## config.mk

```make
export PLATFORM = sky130hd
export DESIGN_NAME = priority_motion_arbiter_flat
export DESIGN_NICKNAME = d
export VERILOG_FILES = /design/src/sv/pma_pkg.sv /design/src/sv/pma_if.sv /design/src/sv/pma_clamp.sv /design/src/sv/priority_motion_arbiter.sv /design/src/flat_wrapper.sv
export SDC_FILE = /design/constraint.sdc
export NUM_CORES = 1
export LEC_CHECK = 0
export BUFFER_PORTS_ARGS = -buffer_cell sky130_fd_sc_hd__buf_2
export CAP_MARGIN = 15
export CORE_UTILIZATION = 57
export CTS_BUF_LIST = sky130_fd_sc_hd__clkbuf_16
export DETAILED_ROUTE_END_ITERATION = 6
export GPL_ROUTABILITY_DRIVEN = 0
export PLACE_DENSITY = 0.78
export SYNTH_ARGS = -nofsm -noshare
export SYNTH_HDL_FRONTEND = slang
export SYNTH_SLANG_ARGS = --single-unit
```

## constraint.sdc

```tcl
create_clock -name clk -period 5.1 [get_ports clk]
set_input_delay 0.51 -clock clk [delete_from_list [all_inputs] [get_ports clk]]
set_output_delay 0.51 -clock clk [all_outputs]
set_load 0.01 [all_outputs]
```

## src/sv/pma_pkg.sv

```systemverilog
// package: constants, register codes and widths for the priority motion arbiter
`default_nettype none
package pma_pkg;

    // register indexes on the configuration port
    localparam int CFG_IDX_W = 2;
    localparam logic [CFG_IDX_W-1:0] CFG_ENABLE      = 2'd0;
    localparam logic [CFG_IDX_W-1:0] CFG_SLOT_COUNT  = 2'd1;
    localparam logic [CFG_IDX_W-1:0] CFG_MAX_WHEEL   = 2'd2;
    localparam logic [CFG_IDX_W-1:0] CFG_TURN_FACTOR = 2'd3;

    // register widths
    localparam int CFG_DATA_W    = 15;
    localparam int SLOT_COUNT_W  = 5;
    localparam int MAX_WHEEL_W   = 15;
    localparam int TURN_FACTOR_W = 10;

    // reset values
    localparam logic [SLOT_COUNT_W-1:0]  RST_SLOT_COUNT  = 5'd16;
    localparam logic [MAX_WHEEL_W-1:0]   RST_MAX_WHEEL   = 15'd900;
    localparam logic [TURN_FACTOR_W-1:0] RST_TURN_FACTOR = 10'd225;

    // payload widths
    localparam int SLOT_W  = 4;
    localparam int SPEED_W = 16;

    // rotation is Q3.12, so the turn term carries 12 fraction bits
    localparam int FRAC_W = 12;
    localparam int PROD_W = TURN_FACTOR_W + 1 + SPEED_W;

    // default number of priority slots
    localparam int SLOTS_DEF = 16;

endpackage : pma_pkg
`default_nettype wire

```

## src/sv/pma_if.sv

```systemverilog
// interfaces: request and result channels of the priority motion arbiter
`default_nettype none
interface pma_req_if
    import pma_pkg::*;
();
    logic                      valid;
    logic                      ready;
    logic [SLOT_W-1:0]         slot;
    logic                      active;
    logic signed [SPEED_W-1:0] translation;
    logic signed [SPEED_W-1:0] rotation;

    modport source (output valid, slot, active, translation, rotation, input ready);
    modport sink   (input valid, slot, active, translation, rotation, output ready);
endinterface : pma_req_if

interface pma_res_if
    import pma_pkg::*;
();
    logic                      valid;
    logic                      ready;
    logic                      drive_issued;
    logic signed [SPEED_W-1:0] drive_translation;
    logic signed [SPEED_W-1:0] drive_rotation;
    logic [SLOT_W-1:0]         winner_slot;
    logic                      none_active;

    modport source (output valid, drive_issued, drive_translation, drive_rotation,
                    winner_slot, none_active, input ready);
    modport sink   (input valid, drive_issued, drive_translation, drive_rotation,
                    winner_slot, none_active, output ready);
endinterface : pma_res_if
`default_nettype wire

```

## src/sv/pma_clamp.sv

```systemverilog
// wheel clamp: limits translation so that translation plus turn term stays under max_wheel
`default_nettype none
module pma_clamp
    import pma_pkg::*;
(
    input  wire logic signed [SPEED_W-1:0]     speed,
    input  wire logic signed [PROD_W-1:0]      term,
    input  wire logic        [MAX_WHEEL_W-1:0] max_wheel,
    output logic signed [SPEED_W-1:0]          speed_out
);

    localparam int SUM_W = SPEED_W + FRAC_W + 1;
    localparam int Q_W   = SUM_W - FRAC_W;
    localparam logic signed [SUM_W-1:0] RND = SUM_W'((1 << FRAC_W) - 1);
    localparam logic signed [Q_W-1:0]   SMAX = Q_W'((1 << (SPEED_W - 1)) - 1);
    localparam logic signed [Q_W-1:0]   SMIN = -(Q_W'(1 << (SPEED_W - 1)));

    logic signed [SUM_W-1:0] lhs;
    logic signed [SUM_W-1:0] limit;
    logic signed [SUM_W-1:0] diff;
    logic signed [SUM_W-1:0] diff_rnd;
    logic signed [Q_W-1:0]   quot;

    // scaled compare and the limited speed, truncated toward zero
    always_comb
    begin
        lhs      = (SUM_W'(speed) <<< FRAC_W) + SUM_W'(term);
        limit    = $signed({{(SUM_W-MAX_WHEEL_W-FRAC_W){1'b0}}, max_wheel, {FRAC_W{1'b0}}});
        diff     = limit - SUM_W'(term);
        diff_rnd = diff[SUM_W-1] ? diff + RND : diff;
        quot     = Q_W'(diff_rnd >>> FRAC_W);
        if (lhs > limit)
        begin
            if (quot > SMAX)
                speed_out = SMAX[SPEED_W-1:0];
            else if (quot < SMIN)
                speed_out = SMIN[SPEED_W-1:0];
            else
                speed_out = quot[SPEED_W-1:0];
        end
        else
        begin
            speed_out = speed;
        end
    end

endmodule : pma_clamp
`default_nettype wire

```

## src/sv/priority_motion_arbiter.sv

```systemverilog
// top level: fixed-priority arbiter over behavior motion requests
//
// Requests come in on req (valid/ready). Each one is stored in its priority
// slot; the lowest-numbered active slot below slot_count then wins. A result
// leaves on res (valid/ready) for each request taken while enabled with an
// in-range slot; other requests are dropped in the accept cycle.
// The sequencer steps through an accept, a scan over the valid bits
// (8 slots a cycle), the slot-memory read, a multiply, a clamp and the
// done state, which loads the output register. A winner found in the
// first group of 8 ends the scan early.
// req.ready is high only while the sequencer idles, so one request is in
// work at a time; the next can be taken while a result waits on res.
// A stall on res holds the finished result in the sequencer until the
// output register frees up; req stays low meanwhile.
// Reset clears all slot valid bits and the current velocity at once and
// loads register defaults (disabled, 16 slots, max_wheel 900, factor 225).
// Configuration writes are taken at any cycle through cfg_we/cfg_index.
`default_nettype none
module priority_motion_arbiter
    import pma_pkg::*;
#(
    parameter int SLOTS = SLOTS_DEF
)
(
    input  wire logic                  clk,
    input  wire logic                  rst_n,
    input  wire logic                  cfg_we,
    input  wire logic [CFG_IDX_W-1:0]  cfg_index,
    input  wire logic [CFG_DATA_W-1:0] cfg_wdata,
    pma_req_if.sink                    req,
    pma_res_if.source                  res
);

    localparam int GROUP   = 8;
    localparam int NGROUPS = (SLOTS + GROUP - 1) / GROUP;
    localparam int PAD     = NGROUPS * GROUP;
    localparam int AW      = (SLOTS > 1) ? $clog2(SLOTS) : 1;
    localparam int GW      = (NGROUPS > 1) ? $clog2(NGROUPS) : 1;
    localparam int CW      = ($clog2(PAD + 1) > SLOT_COUNT_W) ? $clog2(PAD + 1) : SLOT_COUNT_W;
    localparam int JW      = $clog2(GROUP);
    localparam logic [GW-1:0] LAST_GRP = GW'(NGROUPS - 1);
    localparam logic [CW-1:0] SLOTS_C  = CW'(SLOTS);

    typedef enum logic [5:0] {
        ST_IDLE  = 6'b000001,
        ST_SCAN  = 6'b000010,
        ST_READ  = 6'b000100,
        ST_MUL   = 6'b001000,
        ST_CLAMP = 6'b010000,
        ST_DONE  = 6'b100000
    } state_t;

    state_t state_reg;
    state_t state_next;

    logic                      enable_reg;
    logic [SLOT_COUNT_W-1:0]   slot_count_reg;
    logic [MAX_WHEEL_W-1:0]    max_wheel_reg;
    logic [TURN_FACTOR_W-1:0]  turn_factor_reg;

    logic [SLOTS-1:0]          valid_reg;
    logic [2*SPEED_W-1:0]      mem_reg [SLOTS];
    logic [2*SPEED_W-1:0]      rd_reg;
    logic [GW-1:0]             grp_reg;
    logic [CW-1:0]             win_reg;
    logic signed [PROD_W-1:0]  prod_reg;
    logic signed [SPEED_W-1:0] cur_speed_reg;
    logic signed [SPEED_W-1:0] cur_turn_reg;

    // pending result, waits here for the output register
    logic                      pend_issued_reg;
    logic signed [SPEED_W-1:0] pend_trans_reg;
    logic signed [SPEED_W-1:0] pend_rot_reg;
    logic [SLOT_W-1:0]         pend_slot_reg;
    logic                      pend_none_reg;

    logic                      res_valid_reg;
    logic                      res_issued_reg;
    logic signed [SPEED_W-1:0] res_trans_reg;
    logic signed [SPEED_W-1:0] res_rot_reg;
    logic [SLOT_W-1:0]         res_slot_reg;
    logic                      res_none_reg;

    logic [CW-1:0]             count_eff;
    logic [CW-1:0]             slot_ext;
    logic                      req_fire;
    logic                      req_take;
    logic [PAD-1:0]            valid_pad;
    logic [GROUP-1:0]          grp_bits;
    logic [CW-1:0]             grp_base;
    logic                      grp_hit;
    logic [JW-1:0]             grp_sel;
    logic signed [SPEED_W-1:0] rd_speed;
    logic signed [SPEED_W-1:0] rd_turn;
    logic signed [SPEED_W-1:0] clamped;
    logic                      vel_change;
    logic                      out_free;

    // effective slot count and request qualification
    always_comb
    begin
        count_eff = (CW'(slot_count_reg) > SLOTS_C) ? SLOTS_C : CW'(slot_count_reg);
        slot_ext  = CW'(req.slot);
        req_fire  = req.valid && req.ready;
        req_take  = req_fire && enable_reg && (slot_ext < count_eff);
        out_free  = !res_valid_reg || res.ready;
    end

    // priority scan over one group of valid bits
    always_comb
    begin
        valid_pad = PAD'(valid_reg);
        grp_base  = CW'(grp_reg) << JW;
        grp_bits  = valid_pad[grp_reg*GROUP +: GROUP];
        for (int j = 0; j < GROUP; j++)
        begin
            if ((grp_base + CW'(j)) >= count_eff)
                grp_bits[j] = 1'b0;
        end
        grp_hit = |grp_bits;
        grp_sel = '0;
        for (int j = GROUP - 1; j >= 0; j--)
        begin
            if (grp_bits[j])
                grp_sel = JW'(j);
        end
    end

    assign rd_speed   = $signed(rd_reg[2*SPEED_W-1:SPEED_W]);
    assign rd_turn    = $signed(rd_reg[SPEED_W-1:0]);
    assign vel_change = (rd_speed != cur_speed_reg) || (rd_turn != cur_turn_reg);

    pma_clamp u_clamp (
        .speed     (rd_speed),
        .term      (prod_reg),
        .max_wheel (max_wheel_reg),
        .speed_out (clamped)
    );

    // configuration registers
    always_ff @(posedge clk or negedge rst_n)
    begin
        if (!rst_n)
        begin
            enable_reg      <= 1'b0;
            slot_count_reg  <= RST_SLOT_COUNT;
            max_wheel_reg   <= RST_MAX_WHEEL;
            turn_factor_reg <= RST_TURN_FACTOR;
        end
        else if (cfg_we)
        begin
            case (cfg_index)
                CFG_ENABLE:      enable_reg      <= cfg_wdata[0];
                CFG_SLOT_COUNT:  slot_count_reg  <= cfg_wdata[SLOT_COUNT_W-1:0];
                CFG_MAX_WHEEL:   max_wheel_reg   <= cfg_wdata[MAX_WHEEL_W-1:0];
                CFG_TURN_FACTOR: turn_factor_reg <= cfg_wdata[TURN_FACTOR_W-1:0];
                default:         ;
            endcase
        end
    end

    // slot memory, one write and one registered read port
    always_ff @(posedge clk)
    begin
        if (req_take)
            mem_reg[slot_ext[AW-1:0]] <= {req.translation, req.rotation};
        if (state_reg == ST_READ)
            rd_reg <= mem_reg[win_reg[AW-1:0]];
    end

    // sequencer next state
    always_comb
    begin
        state_next = state_reg;
        case (state_reg)
            ST_IDLE:  if (req_take) state_next = ST_SCAN;
            ST_SCAN:
            begin
                if (grp_hit)
                    state_next = ST_READ;
                else if (grp_reg == LAST_GRP)
                    state_next = ST_DONE;
            end
            ST_READ:  state_next = ST_MUL;
            ST_MUL:   state_next = ST_CLAMP;
            ST_CLAMP: state_next = ST_DONE;
            ST_DONE:  if (out_free) state_next = ST_IDLE;
            default:  state_next = ST_IDLE;
        endcase
    end

    // control state: sequencer, valid bits, current velocity, output valid
    always_ff @(posedge clk or negedge rst_n)
    begin
        if (!rst_n)
        begin
            state_reg     <= ST_IDLE;
            valid_reg     <= '0;
            cur_speed_reg <= '0;
            cur_turn_reg  <= '0;
            res_valid_reg <= 1'b0;
            grp_reg       <= '0;
        end
        else
        begin
            state_reg <= state_next;
            if (req_take)
            begin
                valid_reg[slot_ext[AW-1:0]] <= req.active;
                grp_reg                     <= '0;
            end
            else if (state_reg == ST_SCAN && !grp_hit && grp_reg != LAST_GRP)
            begin
                grp_reg <= grp_reg + GW'(1);
            end
            if (state_reg == ST_SCAN && !grp_hit && grp_reg == LAST_GRP)
            begin
                cur_speed_reg <= '0;
                cur_turn_reg  <= '0;
            end
            else if (state_reg == ST_CLAMP && vel_change)
            begin
                cur_speed_reg <= rd_speed;
                cur_turn_reg  <= rd_turn;
            end
            if (state_reg == ST_DONE && out_free)
                res_valid_reg <= 1'b1;
            else if (res.ready)
                res_valid_reg <= 1'b0;
        end
    end

    // datapath: winner, product, pending result, output payload
    always_ff @(posedge clk)
    begin
        if (state_reg == ST_SCAN && grp_hit)
            win_reg <= grp_base + CW'(grp_sel);
        if (state_reg == ST_MUL)
            prod_reg <= PROD_W'($signed({1'b0, turn_factor_reg}) * rd_turn);
        if (state_reg == ST_SCAN && !grp_hit && grp_reg == LAST_GRP)
        begin
            pend_issued_reg <= 1'b1;
            pend_trans_reg  <= '0;
            pend_rot_reg    <= '0;
            pend_slot_reg   <= '0;
            pend_none_reg   <= 1'b1;
        end
        else if (state_reg == ST_CLAMP)
        begin
            pend_issued_reg <= vel_change;
            pend_trans_reg  <= vel_change ? clamped : '0;
            pend_rot_reg    <= vel_change ? rd_turn : '0;
            pend_slot_reg   <= win_reg[SLOT_W-1:0];
            pend_none_reg   <= 1'b0;
        end
        if (state_reg == ST_DONE && out_free)
        begin
            res_issued_reg <= pend_issued_reg;
            res_trans_reg  <= pend_trans_reg;
            res_rot_reg    <= pend_rot_reg;
            res_slot_reg   <= pend_slot_reg;
            res_none_reg   <= pend_none_reg;
        end
    end

    assign req.ready             = (state_reg == ST_IDLE);
    assign res.valid             = res_valid_reg;
    assign res.drive_issued      = res_issued_reg;
    assign res.drive_translation = res_trans_reg;
    assign res.drive_rotation    = res_rot_reg;
    assign res.winner_slot       = res_slot_reg;
    assign res.none_active       = res_none_reg;

    // a new result only comes out of the done state
    a_res_from_done: assert property (@(posedge clk) disable iff (!rst_n)
        $rose(res_valid_reg) |-> $past(state_reg == ST_DONE))
        else $error("result loaded outside done state");

    // a qualified request always starts a scan
    a_take_scans: assert property (@(posedge clk) disable iff (!rst_n)
        req_take |=> state_reg == ST_SCAN)
        else $error("accepted request did not start scan");

    // when the slot memory is read, at least one slot is active
    a_win_valid: assert property (@(posedge clk) disable iff (!rst_n)
        state_reg == ST_READ |-> PAD'(valid_reg) != '0)
        else $error("winner read with no valid slot");

    // a stop result carries zero drive fields and an issued command
    a_stop_zero: assert property (@(posedge clk) disable iff (!rst_n)
        (res_valid_reg && res_none_reg) |->
            (res_issued_reg && res_trans_reg == '0 && res_rot_reg == '0))
        else $error("stop result with nonzero drive");

endmodule : priority_motion_arbiter
`default_nettype wire

```

## src/flat_wrapper.sv

```systemverilog
// flat-port wrapper written by rule: the top's interface ports become plain ports
module priority_motion_arbiter_flat import pma_pkg::*;
#(
    parameter int SLOTS = SLOTS_DEF
)
  (clk, rst_n, cfg_we, cfg_index, cfg_wdata, req_valid, req_slot, req_active, req_translation, req_rotation, req_ready, res_valid, res_drive_issued, res_drive_translation, res_drive_rotation, res_winner_slot, res_none_active, res_ready);
  pma_req_if req_i ();
  pma_res_if res_i ();
  input  wire logic clk;
  input  wire logic rst_n;
  input  wire logic cfg_we;
  input  wire logic [CFG_IDX_W-1:0] cfg_index;
  input  wire logic [CFG_DATA_W-1:0] cfg_wdata;
  input wire logic [$bits(req_i.valid)-1:0] req_valid;
  input wire logic [$bits(req_i.slot)-1:0] req_slot;
  input wire logic [$bits(req_i.active)-1:0] req_active;
  input wire logic [$bits(req_i.translation)-1:0] req_translation;
  input wire logic [$bits(req_i.rotation)-1:0] req_rotation;
  output wire logic [$bits(req_i.ready)-1:0] req_ready;
  output wire logic [$bits(res_i.valid)-1:0] res_valid;
  output wire logic [$bits(res_i.drive_issued)-1:0] res_drive_issued;
  output wire logic [$bits(res_i.drive_translation)-1:0] res_drive_translation;
  output wire logic [$bits(res_i.drive_rotation)-1:0] res_drive_rotation;
  output wire logic [$bits(res_i.winner_slot)-1:0] res_winner_slot;
  output wire logic [$bits(res_i.none_active)-1:0] res_none_active;
  input wire logic [$bits(res_i.ready)-1:0] res_ready;
  assign req_i.valid = req_valid;
  assign req_i.slot = req_slot;
  assign req_i.active = req_active;
  assign req_i.translation = req_translation;
  assign req_i.rotation = req_rotation;
  assign req_ready = req_i.ready;
  assign res_valid = res_i.valid;
  assign res_drive_issued = res_i.drive_issued;
  assign res_drive_translation = res_i.drive_translation;
  assign res_drive_rotation = res_i.drive_rotation;
  assign res_winner_slot = res_i.winner_slot;
  assign res_none_active = res_i.none_active;
  assign res_i.ready = res_ready;
  priority_motion_arbiter #(.SLOTS(SLOTS)) u_core (.clk(clk), .rst_n(rst_n), .cfg_we(cfg_we), .cfg_index(cfg_index), .cfg_wdata(cfg_wdata), .req(req_i), .res(res_i));
endmodule
```

==> report_table.html <==
<table>
<tr><th>Metric</th><th>Value</th></tr>
<tr><th colspan="2">STA</th></tr>
<tr><td>Fmax</td><td>0.1847 GHz</td></tr>
<tr><td>Setup repair after global routing missed its margin</td><td>yes</td></tr>
<tr><td>Worst clock skew on the final layout</td><td>0.05431 ns</td></tr>
<tr><td>Count of endpoints failing setup in the final report</td><td>10</td></tr>
<tr><td>Slew at the pin closest to its max-slew limit</td><td>1.066 ns</td></tr>
<tr><td>Part of the cycle the worst path needs</td><td>106.1%</td></tr>
<tr><td>Worst hold margin</td><td>0.1195 ns</td></tr>
<tr><td>Crit path setup slack, layout</td><td>-0.3131 ns</td></tr>
<tr><td>Endpoints failing hold</td><td>0</td></tr>
<tr><td>Clock period minus worst slack</td><td>5.413 ns</td></tr>
<tr><td>Relative max-transition margin</td><td>28.77%</td></tr>
<tr><td>Final slew viol count</td><td>0</td></tr>
<tr><th colspan="2">Run status</th></tr>
<tr><td>Result of the run</td><td>complete, but fails checks</td></tr>
<tr><td>Violated checks</td><td>negative setup slack</td></tr>
<tr><th colspan="2">Logic synthesis</th></tr>
<tr><td>Post-synthesis async set-or-reset flop share</td><td>11.79%</td></tr>
<tr><td>Number of enable-type register cells in the synthesized netlist</td><td>613</td></tr>
<tr><td>Warnings from Yosys</td><td>0</td></tr>
<tr><td>Share of synthesized area occupied by flip-flops and latches</td><td>57.92%</td></tr>
<tr><td>Most common flop cell mapped by yosys</td><td>sky130_fd_sc_hd__edfxtp_1</td></tr>
<tr><td>Average footprint of a synthesized cell</td><td>15.12 um2</td></tr>
<tr><td>Number of cells produced by synthesis</td><td>2439</td></tr>
<tr><td>Count of cell types in the netlist</td><td>82</td></tr>
<tr><td>Post-Synthesis Cell Area</td><td>36880 um2</td></tr>
<tr><td>Syn Nets</td><td>2759</td></tr>
<tr><td>Number of register bits inferred by synthesis</td><td>738</td></tr>
<tr><th colspan="2">Route</th></tr>
<tr><td>Detail Route Antenna Nets</td><td>0</td></tr>
<tr><td>Number of search-and-repair iterations in the first detailed-routing pass</td><td>6</td></tr>
<tr><td>Routed via count</td><td>22209</td></tr>
<tr><td>Post-detailed-routing wire length</td><td>92.30 mm</td></tr>
<tr><td>Average vias per placed instance</td><td>6.216</td></tr>
<tr><td>DRC errors left</td><td>0</td></tr>
<tr><td>Starting DRC count in detailed routing</td><td>2107</td></tr>
<tr><td>Drt wl/cell</td><td>25.83 um</td></tr>
<tr><th colspan="2">Worst hold path</th></tr>
<tr><td>Path type of the worst min-delay path</td><td>input pin to flop</td></tr>
<tr><th colspan="2">Final layout</th></tr>
<tr><td>P&amp;R area growth vs syn</td><td>14.33%</td></tr>
<tr><td>Post-Layout Inst Area</td><td>42160 um2</td></tr>
<tr><td>Top library cells by usage in the layout, fill and taps aside</td><td>sky130_fd_sc_hd__edfxtp_1, sky130_fd_sc_hd__inv_1, sky130_fd_sc_hd__mux4_2, sky130_fd_sc_hd__fa_1, sky130_fd_sc_hd__buf_4</td></tr>
<tr><td>Number of flip-flops under the largest register name</td><td>512</td></tr>
<tr><td>Share of cells above drive strength 1</td><td>25.28%</td></tr>
<tr><td>Final net count</td><td>2987</td></tr>
<tr><td>FILL cells</td><td>4193</td></tr>
<tr><td>Most common library cell in the layout ignoring fill and taps</td><td>sky130_fd_sc_hd__edfxtp_1</td></tr>
<tr><th colspan="2">Clock tree</th></tr>
<tr><td>Number of clock sinks seen by CTS</td><td>738</td></tr>
<tr><td>Number of H-tree branching levels</td><td>3</td></tr>
<tr><td>CTS clk-pin slew, worst paths</td><td>0.06 ns</td></tr>
<tr><td>CTS tree</td><td>yes</td></tr>
<tr><td>Number of buffers added by the clock tree synthesis step</td><td>72</td></tr>
<tr><td>Clock network latency to the later pin of the worst-skew pair</td><td>0.65 ns</td></tr>
<tr><td>Root cell of the clock tree</td><td>sky130_fd_sc_hd__clkbuf_16</td></tr>
<tr><td>Deepest clock path buffer count</td><td>3</td></tr>
<tr><th colspan="2">Pwr</th></tr>
<tr><td>Leakage component of the power</td><td>0.01573 uW</td></tr>
<tr><td>Worst ir drop on vdd</td><td>675.3 uV</td></tr>
<tr><td>Overall Power</td><td>24290 uW</td></tr>
<tr><td>Pwr per Cell Area</td><td>576.2 nW/um2</td></tr>
<tr><th colspan="2">Floorplanning</th></tr>
<tr><td>Core Rows</td><td>92</td></tr>
<tr><td>Die Footprint</td><td>65720 um2</td></tr>
<tr><td>Effective utilization at floorplan</td><td>58.04%</td></tr>
<tr><td>Ports</td><td>99</td></tr>
<tr><td>Die width</td><td>256.4 um</td></tr>
<tr><td>Core area</td><td>63540 um2</td></tr>
<tr><td>Die extent in y</td><td>256.4 um</td></tr>
<tr><th colspan="2">Placed design</th></tr>
<tr><td>Port-buffer cells</td><td>98</td></tr>
<tr><td>Placed standard-cell area</td><td>39340 um2</td></tr>
<tr><td>Total half-perimeter wirelength after legalization and detailed placement</td><td>57.75 mm</td></tr>
<tr><th colspan="2">GRT</th></tr>
<tr><td>Initial antenna violation count</td><td>6</td></tr>
<tr><td>Via count of the first global-routing pass</td><td>23307</td></tr>
<tr><td>First-pass GRT wire length</td><td>140.0 mm</td></tr>
<tr><td>Global Route Usage Sum</td><td>28.51%</td></tr>
<tr><td>Global route total overflow</td><td>0</td></tr>
<tr><td>Largest net degree at the start of global routing</td><td>107</td></tr>
<tr><th colspan="2">Setup path</th></tr>
<tr><td>Setup crit end kind</td><td>flop</td></tr>
<tr><td>Startpoint-to-endpoint class of the critical path</td><td>flop to flop</td></tr>
<tr><td>Maximum fanout along the worst path</td><td>5</td></tr>
<tr><td>Worst path arrival time</td><td>5.78 ns</td></tr>
<tr><td>Type of element launching the critical path</td><td>flop</td></tr>
<tr><td>Required arrival time at the worst endpoint</td><td>5.47 ns</td></tr>
<tr><th colspan="2">Flow run</th></tr>
<tr><td>Max cap viols</td><td>0</td></tr>
</table>
-- cells in the mapped netlist, drive strengths merged, types with 11 or more instances --
| cell type | number | area, um2 |
|---|---|---|
| a211oi | 12 | 100.1 |
| mux2i | 36 | 360.4 |
| dfrtp | 77 | 1927 |
| a21oi | 50 | 250.2 |
| ha | 115 | 1439 |
| nand4 | 19 | 125.1 |
| nand2 | 114 | 427.9 |
| mux2 | 50 | 563.0 |
| nor2b | 14 | 87.58 |
| fa | 146 | 2923 |
| nand3 | 35 | 187.7 |
| o21a | 14 | 105.1 |
| nor3 | 26 | 141.4 |
| buf | 22 | 92.59 |
| and2 | 111 | 694.4 |
| nor2 | 119 | 446.7 |
| nand2b | 11 | 68.82 |
| o21ai | 53 | 265.3 |
| nor4 | 15 | 136.4 |
| inv | 217 | 814.5 |
| a21o | 21 | 157.7 |
| clkbuf | 76 | 286.5 |
| a31oi | 11 | 83.83 |
| xor2 | 18 | 157.7 |
| xnor2 | 70 | 620.6 |
| o211ai | 11 | 82.58 |
| mux4 | 160 | 3603 |
| edfxtp | 613 | 18410 |
| dfxtp | 38 | 760.7 |
| a22oi | 19 | 142.6 |
-- area by class of cell --
cell class / count / area, um2 / area share, %
flip-flops and latches: 738 / 21360 / 50.66
clock inverters: 61 / 591.8 / 1.404
clock buffers: 72 / 1802 / 4.273
multi-input cells: 1386 / 14770 / 35.03
repair buffers: 252 / 1763 / 4.181
well taps: 846 / 1059 / 2.511
diodes: 1 / 2.502 / 0.005935
inverters: 217 / 814.5 / 1.932
-- per-stage QoR --
step	std cells	util, %	worst slack [ns]	TNS (ns)
after detailed placement	3419	61.91	-0.4356	-2.921
after global placement	3419	61.91	-0.3245	-1.647
after global routing	3573	66.36	-0.5286	-3.986
final	3573	66.36	-0.3131	-2.076
after floorplan	2439	-	-0.2045	-0.5909
after CTS	3565	66.02	-0.2967	-1.654
-- cells by family (layout without fill, tap and decap cells) --
family	Yosys count	in the layout	synth area share, %
DFF	738	738	57.92
other	0	1	0
adders and majority gates	261	261	11.83
muxes	246	246	12.28
buffers and inverters	315	602	3.237
xor gates and xnor gates	88	88	2.110
AOI/OAI and AO/OA	270	270	5.215
and+or+nand+nor	521	521	7.420
-- critical path, stage by stage, from the launching register on --
cell and delay, ns:
sky130_fd_sc_hd__edfxtp_1 0.47, sky130_fd_sc_hd__and2_1 0.20, sky130_fd_sc_hd__fa_2 0.40, sky130_fd_sc_hd__fa_1 0.52, sky130_fd_sc_hd__inv_1 0.05, sky130_fd_sc_hd__fa_1 0.50, sky130_fd_sc_hd__fa_1 0.43, sky130_fd_sc_hd__fa_1 0.51
sky130_fd_sc_hd__inv_2 0.05, sky130_fd_sc_hd__ha_4 0.25, sky130_fd_sc_hd__a41oi_2 0.15, sky130_fd_sc_hd__o21ai_2 0.09, sky130_fd_sc_hd__o21a_1 0.21, sky130_fd_sc_hd__o31a_1 0.27, sky130_fd_sc_hd__o31a_1 0.29, sky130_fd_sc_hd__o211ai_1 0.24
sky130_fd_sc_hd__a31oi_1 0.16, sky130_fd_sc_hd__a311o_1 0.38
-- report_power, final --
group | switching, uW | total [uW] | leakage, uW | internal [uW]
clock | 2400 | 5340 | 0.00121 | 2940
combinational | 5940 | 11700 | 0.00758 | 5740
sequential | 158 | 7280 | 0.00695 | 7120
-- layer usage --
layer / wire length, um / part of all wire (%) / up-vias / track usage (%)
li1: - / - / 9490 / -
met1: 35910 / 39 / 11386 / 36.69
met2: 45980 / 50 / 1100 / 48.40
met3: 6580 / 7.1 / 227 / 4.755
met4: 3792 / 4.1 / 6 / 11.49
met5: 35 / 0.038 / - / 0
-- timing repair --
action | 4_1_cts | 5_1_grt
resized for setup | 34 | 45
hold endpoints to repair | 35 | 0
pin swaps | 28 | 43
hold buffers | 1 | 0
buffers inserted | 13 | 6
cloned | 0 | 1
endpoints found under the setup margin | 11 | 27
-- worst paths after layout --
check,startpoint,to,slack [ns],depth (start not counted)
max,u_core.rd_reg[3],u_core.prod_reg[26],-0.31,17
min,cfg_wdata[10],u_core.max_wheel_reg[10],0.12,2
max reg2reg,u_core.rd_reg[3],u_core.prod_reg[26],-0.31,17
min reg2reg,u_core.pend_rot_reg[2],u_core.res.drive_rotation[2],0.44,0
max in group asynchronous,rst_n,u_core.turn_factor_reg[2],3.54,3
min in group asynchronous,rst_n,u_core.turn_factor_reg[8],0.41,2
(Power assumes the default switching activity.)
